--- src/hw/rtl/assert_macros.svh ---
// Assertion macros shared by the RTL files.
// Every macro expects a clock named clk and an active-low reset named arst_n.
`ifndef ASSERT_MACROS_SVH
`define ASSERT_MACROS_SVH

// The property holds at every clock edge outside reset.
`define WPP_ASSERT(label, prop, msg) \
	label: assert property (@(posedge clk) disable iff (!arst_n) (prop)) else $error(msg);

// When the condition holds, the consequence holds at the next clock edge.
`define WPP_ASSERT_NEXT(label, cond, cons, msg) \
	label: assert property (@(posedge clk) disable iff (!arst_n) (cond) |=> (cons)) else $error(msg);

`endif

--- src/hw/rtl/wpp_pkg.sv ---
`default_nettype none

package wpp_pkg;

	// Configuration register indexes.
	typedef enum logic [2:0] {
		REG_ROW0_LO   = 3'd0,
		REG_ROW0_HI   = 3'd1,
		REG_ROW1_LO   = 3'd2,
		REG_ROW1_HI   = 3'd3,
		REG_ROW3_LO   = 3'd4,
		REG_ROW3_HI   = 3'd5,
		REG_VIEWPORT  = 3'd6
	} cfg_reg_t;

	localparam int WORD_W = 32;

	localparam logic [63:0] RST_ROW0_LO  = 64'd65536;
	localparam logic [63:0] RST_ROW0_HI  = 64'd0;
	localparam logic [63:0] RST_ROW1_LO  = 64'd281474976710656;
	localparam logic [63:0] RST_ROW1_HI  = 64'd0;
	localparam logic [63:0] RST_ROW3_LO  = 64'd0;
	localparam logic [63:0] RST_ROW3_HI  = 64'd281474976710656;
	localparam logic [31:0] RST_VIEWPORT = 32'd70780800;

	// Sign and special-case flags that travel with a point through the divider.
	typedef struct packed {
		logic behind;
		logic neg_x;
		logic neg_y;
		logic zero_x;
		logic zero_y;
		logic ovf_x;
		logic ovf_y;
	} div_side_t;

endpackage

`default_nettype wire

--- src/hw/rtl/wpp_view.sv ---
`default_nettype none

module wpp_view import wpp_pkg::*; #(
	parameter int F = 16
) (
	input  wire logic                    clk,
	input  wire logic                    arst_n,
	input  wire logic                    in_valid,
	output logic                         in_ready,
	input  wire logic signed [WORD_W-1:0] nx,
	input  wire logic signed [WORD_W-1:0] ny,
	input  wire logic                    behind,
	input  wire logic [15:0]             wd,
	input  wire logic [15:0]             ht,
	output logic                         out_valid,
	input  wire logic                    out_ready,
	output logic signed [WORD_W-1:0]     sx,
	output logic signed [WORD_W-1:0]     sy,
	output logic                         behind_o,
	output logic                         on_o
);

	localparam int MW = WORD_W + 17;
	localparam int XW = MW + 1;

	logic v_s1, v_s2, en_s1, en_s2;
	logic signed [MW-1:0] mx_s1, my_s1;
	logic behind_s1;
	logic signed [XW-1:0] wsc, hsc, one, x, y;
	logic signed [WORD_W-1:0] sx_s2, sy_s2;
	logic behind_s2, on_s2;

	function automatic logic signed [WORD_W-1:0] sat(input logic signed [XW-1:0] a);
		if (a > $signed(XW'({1'b0, {(WORD_W-1){1'b1}}}))) return {1'b0, {(WORD_W-1){1'b1}}};
		if (a < -$signed(XW'({1'b1, {(WORD_W-1){1'b0}}}))) return {1'b1, {(WORD_W-1){1'b0}}};
		return a[WORD_W-1:0];
	endfunction

	assign en_s2 = !v_s2 || out_ready;
	assign en_s1 = !v_s1 || en_s2;
	assign in_ready = en_s1;
	assign out_valid = v_s2;

	always_ff @(posedge clk or negedge arst_n) begin
		if (!arst_n) begin
			v_s1 <= 1'b0;
			v_s2 <= 1'b0;
		end else begin
			if (en_s1) v_s1 <= in_valid;
			if (en_s2) v_s2 <= v_s1;
		end
	end

	always_ff @(posedge clk) begin
		if (en_s1) begin
			mx_s1 <= nx * $signed({1'b0, wd});
			my_s1 <= ny * $signed({1'b0, ht});
			behind_s1 <= behind;
		end
	end

	// Both sums are exact and then halved with floor.
	always_comb begin
		wsc = $signed(XW'(wd) << F);
		hsc = $signed(XW'(ht) << F);
		one = $signed(XW'(1) << F);
		x = (wsc + XW'(mx_s1) + one) >>> 1;
		y = (hsc - XW'(my_s1) - one) >>> 1;
	end

	always_ff @(posedge clk) begin
		if (en_s2) begin
			sx_s2 <= sat(x);
			sy_s2 <= sat(y);
			behind_s2 <= behind_s1;
			on_s2 <= !(x > wsc || x < 0 || y > hsc || y < 0 || behind_s1);
		end
	end

	assign sx = sx_s2;
	assign sy = sy_s2;
	assign behind_o = behind_s2;
	assign on_o = on_s2;

endmodule

`default_nettype wire

--- config.mk ---
export PLATFORM = sky130hd
export DESIGN_NAME = wpp_view
export DESIGN_NICKNAME = d
export VERILOG_FILES = /design/src/hw/rtl/assert_macros.svh /design/src/hw/rtl/wpp_pkg.sv /design/src/hw/rtl/wpp_view.sv
export SDC_FILE = /design/constraint.sdc
export NUM_CORES = 2
export LEC_CHECK = 0
export ABC_AREA = 1
export BUFFER_PORTS_ARGS = -buffer_cell sky130_fd_sc_hd__buf_2
export CAP_MARGIN = 15
export CORE_ASPECT_RATIO = 1.25
export CORE_UTILIZATION = 55
export CTS_CLUSTER_SIZE = 16
export DETAILED_ROUTE_END_ITERATION = 7
export PLACE_DENSITY = 0.85
export SLEW_MARGIN = 15
export SYNTH_ARGS = -nofsm -noshare
export SYNTH_HDL_FRONTEND = slang
export SYNTH_SLANG_ARGS = --single-unit
--- constraint.sdc ---
create_clock -name clk -period 5.9 [get_ports clk]
set_input_delay 1.77 -clock clk [delete_from_list [all_inputs] [get_ports clk]]
set_output_delay 1.77 -clock clk [all_outputs]
set_load 0.005 [all_outputs]
==> results_dict.tcl, run 1 <==
set metrics [dict create \
    status "aborted with a tool error" \
    stop_stage "global routing" \
    first-error "[ERROR GRT-0232] Routing congestion too high. Check the congestion heatmap in the GUI." \
    clockRootBuffer "clkbuf_16" \
    clock_path_buffers 2 \
    cts_buffers 17 \
    ys_seq_elements 166 \
    synth_cell_types 48 \
    worst_path_end_type "register data pin" \
    track_usage_pct 61.6 \
    start_util_pct 55.8 \
    avgSynthCellArea_um2 7.54 \
    synth_top_cell_by_area "fa_1" \
    placed_area_um2 59500 \
    num_rows 123 \
    io_buffer_count 168 \
    postSynthCellCount 6684 \
    place_inst 8522 \
    synth-warning-count 0 \
    async_flop_share_pct 1.20 \
    synth-seq-area-share_pct 9.87 \
    crit_endpoint "mx_s1[39]$_DFFE_PP_/D" \
    die_w_um 273 \
    synth_edf_count 164 \
    clock_sinks 166 \
    dp_hpwl_um 129000 \
    grt_max_degree 67 \
    synthFlopType "edfxtp_1" \
    gr-total-overflow 147 \
    die_h_um 341 \
    synth_top_cell_area_share_pct 38.9 \
    io_pins 169 \
    synth_area_leaders "fa_1, inv_1, nand2_1, edfxtp_1, ha_1" \
    cts-htree-levels 4 \
    syn-cell-area_um2 50400 \
    gp_congestion 0.989 \
    syn-num-nets 8112 \
]
==> repair_timing <==
item	CTS
cloned	14
hold buffers	0
setup buffers	87
endpoints found under the hold margin	0
resized for setup	621
pin swaps	331
setup endpoints to repair	80
==> cell usage after synthesis (all sizes together) (36+ instances only) <==
cell type / number
inv: 2076
nand2: 1805
fa: 979
ha: 348
nor2: 307
clkbuf: 254
a21oi: 170
edfxtp: 164
nand3: 122
o21ai: 83
xor2: 83
xnor2: 58
nand4: 44
nor3: 36
==> per-layer routing <==
layer / overflow / GRT usage (%)
met1: 8 / 59.5
met2: 85 / 79.0
met3: 6 / 47.5
met4: 48 / 58.7
met5: 0 / 29.9
==> stage by stage <==
stage	util (%)	setup TNS, ns	worst slack (ns)
after floorplan	-	-51.30	-0.982
after global placement	65.8	-101.45	-1.61
after detailed placement	65.8	-110.38	-1.67
after CTS	70.1	-47.14	-0.861
==> kinds of logic after synthesis <==
| group | after synthesis | synth area share (%) |
|---|---|---|
| xor gates and xnor gates | 141 | 2.48 |
| and+or+nand+nor | 2353 | 18.6 |
| adders and majority gates | 1327 | 47.5 |
| AOI/OAI and AO/OA | 354 | 3.97 |
| buffers and inverters | 2343 | 17.6 |
| DFF | 166 | 9.87 |
==> run 2, diff against run 1 <==
--- a/config.mk
+++ b/config.mk
@@ -8,11 +8,9 @@
 export ABC_AREA = 1
 export BUFFER_PORTS_ARGS = -buffer_cell sky130_fd_sc_hd__buf_2
 export CAP_MARGIN = 15
-export CORE_ASPECT_RATIO = 1.25
-export CORE_UTILIZATION = 55
-export CTS_CLUSTER_SIZE = 16
+export CORE_UTILIZATION = 40
 export DETAILED_ROUTE_END_ITERATION = 7
-export PLACE_DENSITY = 0.85
+export PLACE_DENSITY_LB_ADDON = 0.15
 export SLEW_MARGIN = 15
 export SYNTH_ARGS = -nofsm -noshare
 export SYNTH_HDL_FRONTEND = slang
==> constraint.sdc (replaced) <==
create_clock -name clk -period 7.65 [get_ports clk]
set_input_delay 2.295 -clock clk [delete_from_list [all_inputs] [get_ports clk]]
set_output_delay 2.295 -clock clk [all_outputs]
set_load 0.005 [all_outputs]
==> results_dict.tcl, run 2 <==
set metrics [dict create \
    synth_most_common_cell "inv_1" \
    dr.pass1.iters 6 \
    fill_cells 12500 \
    use_met2_pct 34.7 \
    cts_hold_buffers 0 \
    synth-seq-area-share_pct 9.87 \
    status "finished, final reports clean" \
    async_flop_share_pct 1.20 \
    multiInputGateArea_um2 37500 \
    synth_cell_types 48 \
    dp_hpwl_um 131000 \
    worst_pin_slew_ns 0.968 \
    fin_nets 8729 \
    cts_buffers 17 \
    critPathMaxFanout 11 \
    die_area_um2 127000 \
    final-setup-viol-count 0 \
    grt_pass1_wl_um 234000 \
    slowest_stage "fa_2" \
    avgSynthCellArea_um2 7.54 \
    routed_wl_um 147000 \
    grt_use_met1_pct 37.2 \
    regArea_um2 4970 \
    path_buf_inv 8 \
    grt_max_degree 71 \
    synth_top_cell_by_area "fa_1" \
    fin_ws_ns 0.117 \
    timing.final.crit_share_pct 98.5 \
    ant_nets 0 \
    io_pins 169 \
    cts-htree-levels 4 \
    layout_commonest_cell "inv_1" \
    critPathKind "input pin to flop" \
    grt_pass1_vias 42600 \
    start_util_pct 40.5 \
    slew_viol_final 0 \
    grtUsageMet3_pct 2.19 \
    fmax_ghz 0.133 \
    largest_reg_flops 49 \
    top_usage_layer "met1" \
    synth_edf_count 164 \
    die_w_um 357 \
    regMostFlops "my_s1" \
    cp_top_family "adder cells" \
    io_buffer_count 168 \
    synthTopCellsByCount "inv_1, nand2_1, fa_1" \
    path_cells "buf_6 > buf_12 > buf_12 > nand2_1 > fa_1 > inv_1 > fa_2 > inv_2 > fa_1 > fa_1 > fa_1 > fa_1 > inv_1 > ha_4 > nand2_1 > nor3_2 > buf_4 > inv_1 > nor4_4 > nand4_1 > o2111ai_2 > xor2_1" \
    die_h_um 357 \
    insertion_delay_ns 0.48 \
    reg_top3 "my_s1 (49), mx_s1 (48)" \
    drtIter0Drc 2455 \
    instances_no_fill 8952 \
    cp_data_arrival_time_ns 7.76 \
    rsz0062_at_grt "yes" \
    wl_per_cell_um 16.4 \
    crit_top_cell "fa_1" \
    synthToLayoutAreaGrowth_pct 18.4 \
    postSynthCellCount 6684 \
    gr-total-overflow 0 \
    maxCapViolCount 0 \
    slew_headroom_pct 35.4 \
    num_rows 129 \
    clockRootBuffer "clkbuf_16" \
    layout-drive-gt1-share_pct 15.2 \
    syn-cell-area_um2 50400 \
    synthFlopType "edfxtp_1" \
    finalHoldViolCount 0 \
    clock_sinks 166 \
    max_stage_delay_ns 0.61 \
    hold_path_class "flop to flop" \
    post_drt_via_cell_ratio 4.66 \
    clock-skew-final_ns 0.0182 \
    pre_cts_slack_ns -0.695 \
    crit_path_end_kind "flop" \
    layout_common_cells "inv_1, nand2_1, fa_1, buf_4, ha_1" \
    clock_path_buffers 2 \
    antenna_found_initial 3 \
    clk_pin_slew_worst_paths_ns 0.07 \
    drc_errors 0 \
    gp_congestion 0.930 \
    place_inst 8907 \
    synth-warning-count 0 \
    vias 41700 \
    min_period_ns 7.53 \
    synth_top_cell_area_share_pct 38.9 \
    core_um2 124000 \
    synth_area_leaders "fa_1, inv_1, nand2_1, edfxtp_1, ha_1" \
    cts_tree "built" \
    worstPathRequired_ns 7.87 \
    ys_seq_elements 166 \
    syn-num-nets 8112 \
    track_usage_pct 23.4 \
    start_kind "input pin" \
]
## run 2: cell counts after synthesis
Identical to the previous run, type by type.
## run 2: worst reg2reg max path: stages, from the launching register on
cell,delay [ns]
edfxtp_1,0.36
inv_1,0.06
ha_1,0.27
ha_1,0.35
nand3_2,0.21
nor2_2,0.23
inv_1,0.08
nor2_2,0.18
nand2_1,0.12
nand3b_2,0.13
xor2_1,0.42
ha_1,0.22
nand2_1,0.09
nor3_1,0.18
nand2_1,0.12
nor2_1,0.18
nand3b_1,0.11
nor3_1,0.23
nand4_1,0.22
nor2_1,0.15
nand3_1,0.09
a21oi_1,0.16
## run 2: what timing repair did
action	4_1_cts	5_1_grt
gates cloned	0	3
pin swaps	1	86
endpoints found under the setup margin	19	55
resized for setup	17	240
buffers inserted	0	9
## run 2: stage by stage
step,hold slack [ns],util [%],TNS [ns],area [um^2]
floorplan,0.428,-,0,50600
detailed placement,0.454,46.6,-27.11,58000
CTS,0.472,47.1,0,58600
global route,0.497,48.0,-0.151,59700
global placement,0.464,46.6,-25.19,58000
finish,0.468,48.0,0,59700
## run 2: final timing paths
path	cells after the start	end	slack [ns]	from
max	22	mx_s1[48]	0.12	wd[10]
min	0	behind_o	0.47	behind_s1
max reg2reg	21	on_o	3.33	my_s1[0]
min reg2reg	0	behind_o	0.47	behind_s1
max in group asynchronous	1	v_s1	5.96	arst_n
min in group asynchronous	1	out_valid	1.60	arst_n
## run 2: area by class of cell
type                    count  area share, %
clock buffers              18          0.719
well taps                1637           3.43
flip-flops and latches    166           8.33
repair buffers            864           11.5
multi-input cells        4175           62.8
clock inverters            14          0.199
diodes                      1        0.00419
inverters                2077           13.1
## run 2: cells by family after synthesis
kind of cell | Yosys count | share of synthesized area, %
flops | 166 | 9.87
fa+ha+maj | 1327 | 47.5
xor+xnor | 141 | 2.48
buf+inv | 2343 | 17.6
simple gates | 2353 | 18.6
compound gates | 354 | 3.97
## run 2: metal layers
metal | share of wire [%] | vias up
met5 | 0.014 | -
met1 | 52 | 20400
li1 | - | 20300
met3 | 5.1 | 109
met2 | 42 | 939
met4 | 1.3 | 4
Power of run 2 is left out: the tool's default activity adds up to more than one toggle a clock period on the data nets, which glitch-free logic cannot reach.
